==> config.mk <==
export PLATFORM = sky130hd
export DESIGN_NAME = mss_ram
export DESIGN_NICKNAME = d
export VERILOG_FILES = /design/src/rtl/magic_signature_sniffer_defines.svh /design/src/rtl/mss_ram.sv
export SDC_FILE = /design/constraint.sdc
export NUM_CORES = 2
export LEC_CHECK = 0
export ABC_AREA = 1
export BUFFER_PORTS_ARGS = -buffer_cell sky130_fd_sc_hd__buf_2
export CORE_UTILIZATION = 50
export CTS_CLUSTER_DIAMETER = 100
export DETAILED_ROUTE_END_ITERATION = 16
export GPL_ROUTABILITY_DRIVEN = 1
export PLACE_DENSITY = 0.75
export SLEW_MARGIN = 5
export SYNTH_ARGS = -nofsm -noshare
export SYNTH_HDL_FRONTEND = slang
export SYNTH_SLANG_ARGS = --single-unit
==> constraint.sdc <==
create_clock -name clk -period 2.5 [get_ports clk]
set_clock_uncertainty 0.15 [all_clocks]
set_input_delay 0 -clock clk [delete_from_list [all_inputs] [get_ports clk]]
set_output_delay 0 -clock clk [all_outputs]
set_load 0.005 [all_outputs]
==> src/rtl/magic_signature_sniffer_defines.svh <==
// assertion macros for the magic signature sniffer
`ifndef MAGIC_SIGNATURE_SNIFFER_DEFINES_SVH
`define MAGIC_SIGNATURE_SNIFFER_DEFINES_SVH

// clocked check, off while reset is asserted
`define MSS_ASSERT(lbl, prop, msg) \
	lbl: assert property (@(posedge clk) disable iff (!arst_n) (prop)) else $error(msg);

// clocked implication check, off while reset is asserted
`define MSS_ASSERT_IMP(lbl, ante, cons, msg) \
	lbl: assert property (@(posedge clk) disable iff (!arst_n) (ante) |-> (cons)) \
		else $error(msg);

`endif

==> src/rtl/mss_ram.sv <==
// generic one-write one-read ram with registered read data
`timescale 1ns / 1ps
`default_nettype none

module mss_ram #(
	parameter int WIDTH = 8,
	parameter int DEPTH = 512,
	parameter int AW    = (DEPTH > 1) ? $clog2(DEPTH) : 1
) (
	input  wire logic             clk,
	input  wire logic             we,
	input  wire logic [AW-1:0]    waddr,
	input  wire logic [WIDTH-1:0] wdata,
	input  wire logic [AW-1:0]    raddr,
	output logic      [WIDTH-1:0] rdata
);

	logic [WIDTH-1:0] mem [DEPTH];

	always_ff @(posedge clk) begin
		if (we) begin
			mem[waddr] <= wdata;
		end
		rdata <= mem[raddr];
	end

endmodule

`default_nettype wire
==> results.yml <==
logic_synthesis:
  synth_top_area_cell: "edfxtp_1"
  synth_nets: 13920
  yosys.area.top_type_share_pct: 73.77
  ys_seq_area_share_pct: 73.87
  ys_types: 16
  synth_cells: 13890
  syn_area_per_cell_um2: 12.00
  ys_seq_elements: 4104
  yosys-top-cells-area: "edfxtp_1, nand3_1, nand2_1"
  yosysWarnings: 0
  syn_area_mm2: 0.1667
grt:
  grt_max_degree: 137
  grt_pass1_vias: 110300
  grt_use_total_pct: 27.66
  grt-ovfl-total: 0
  antenna_found_initial: 24
  grt_pass1_wl_um: 694900
placement:
  pre_cts_slack_ns: -0.1659
  io_buffers: 35
  post-dp-hpwl_um: 287800
  gp_congestion: 0.9400
  dp.cells: 18500
cells_and_area:
  final_net_count: 14610
  seq_area_mm2: 0.1232
  fin_cells: 19300
  multi_input_area_mm2: 0.03817
  layout_common_cells: "nand2_1, edfxtp_1, nand3_1"
  fillers: 24720
  final_layout_size_suffix_gt1_share_pct: 12.25
  syn2layout_area_growth_pct: 15.75
  utilization_pct: 58.29
  final_common_cell: "nand2_1"
clock_network:
  clk_latency_ns: 1.01
  cts_buffers: 399
  cts_tree: "built"
  cts-htree-levels: 5
  clk_pin_slew_ns: 0.06
  cts_root_buf: "clkbuf_16"
  clockBufferDepth: 4
  clock-sinks: 4104
outcome:
  status: "completed"
sta:
  post-route-min-period_ns: 2.450
  rsz0062_at_grt: "yes"
  worst_pin_slew_ns: 0.9071
  fmax_mhz: 408.1
  slew_violations: 0
  setup_viol: 0
  min_period_over_period_pct: 98.01
  relSlewSlack_pct: 39.52
  setup_tns_ns: 0
  fin_ws_ns: 0.04976
  timing_hold_violations_final: 0
power_and_ir_drop:
  p_total_mw: 146.2
  ir_drop_uv: 605.4
  power.static_leakage_nw: 68.84
  power_density_mw_per_mm2: 757.7
detailed_routing:
  vias: 115400
  drt_iter0_markers: 16890
  ant_nets: 0
  wl_per_cell_um: 24.43
  drc: 0
  drt-pass1-iter-count: 11
  via_per_inst: 5.979
  wl_um: 471600
setup_path:
  cp.required_ns: 3.00
  cp_max_fo: 12
  crit_top_cell: "buf_4"
  endpoint_kind: "register"
  worstPathCellList: "dlygate4sd3_1 -> buf_2 -> inv_1 -> nor3_1 -> buf_4 -> dlygate4sd3_1 -> nand2_4 -> buf_4 -> nor2_1 -> buf_4"
  crit_arrival_ns: 2.95
  cp-start-kind: "input port"
  cpPeakStageDelay_ns: 0.64
  crit_type: "input port to register"
  cp_slowest_cell: "dlygate4sd3_1"
die:
  die_y_um: 579.5
  rows: 211
  initial_core_util_pct: 50.36
  pin_count: 36
  die-width_um: 579.5
  fp.dieArea_mm2: 0.3358
  coreArea_mm2: 0.3311
hold_path:
  hold_class: "input port to register"
job:
  drv_cap: 0
## cells in the mapped netlist (all sizes together)
master	count
edfxtp	4096
inv	39
buf	799
nor3	11
nor2	514
nand2	4160
clkbuf	184
nand3	4080
dfxtp	8
## report_power, final
group | switching (mW) | internal [mW] | total (mW)
logic | 6.91 | 2.77 | 9.67
clock network | 26.3 | 34.4 | 60.7
registers | 0.110 | 75.7 | 75.9
## worst max-delay path, delay by kind of cell
family	cells	cell delay (ns)
buf+inv	7	2.29
simple gates	3	0.64
## stage by stage
step / hold WS, ns / instance area, um2
2_1_floorplan: -0.05113 / 166700
3_3_place_gp: 0.2029 / 179100
3_5_place_dp: 0.1934 / 179100
4_1_cts: 0.008084 / 192900
5_1_grt: 0.05862 / 193000
6_report: 0.03092 / 193000
## logic make-up after synthesis
family                 synth area share (%)
buffers and inverters                 3.330
and+or+nand+nor                       22.80
DFF                                   73.87
## per-layer routing
layer	wire, um	vias to the layer above	global-route usage, %
li1	-	50850	-
met1	168500	55650	36.32
met2	219500	7586	43.78
met3	54940	1320	5.269
met4	28720	8	15.04
met5	60	-	0
## state kept, by name (all words and copies together) (netlist names)
signal and count:
rdata 8, mem 4096
## path summary, 6_finish.rpt
check                                           start                     to  slack, ns  cells past startpoint
worst max-delay path                         waddr[0]  mem[415][3]$_DFFE_PP_       0.05                     10
worst min register to register  mem[357][3]$_DFFE_PP_       rdata[3]$_DFF_P_       0.85                     10
worst min-delay path                         wdata[7]  mem[416][7]$_DFFE_PP_       0.03                      3
worst max register to register  mem[331][5]$_DFFE_PP_       rdata[5]$_DFF_P_       0.17                     12
## final cells by class
class                           instances  area share, %
Tap cell                             4366          2.831
Antenna cell                           20        0.02593
Clock buffer                          476          5.346
Timing Repair Buffer                 1274          6.576
Multi-Input combinational cell       8765          19.78
Inverter                               39         0.1050
Sequential cell                      4104          63.82
Clock inverter                        259          1.517
## timing repair
action,4_1_cts,5_1_grt
endpoints found under the hold margin,6154,0
hold buffers,48,0
gates resized for setup,0,10
buffers inserted,0,0
endpoints found under the setup margin,0,5
(Power assumes the default switching activity.)
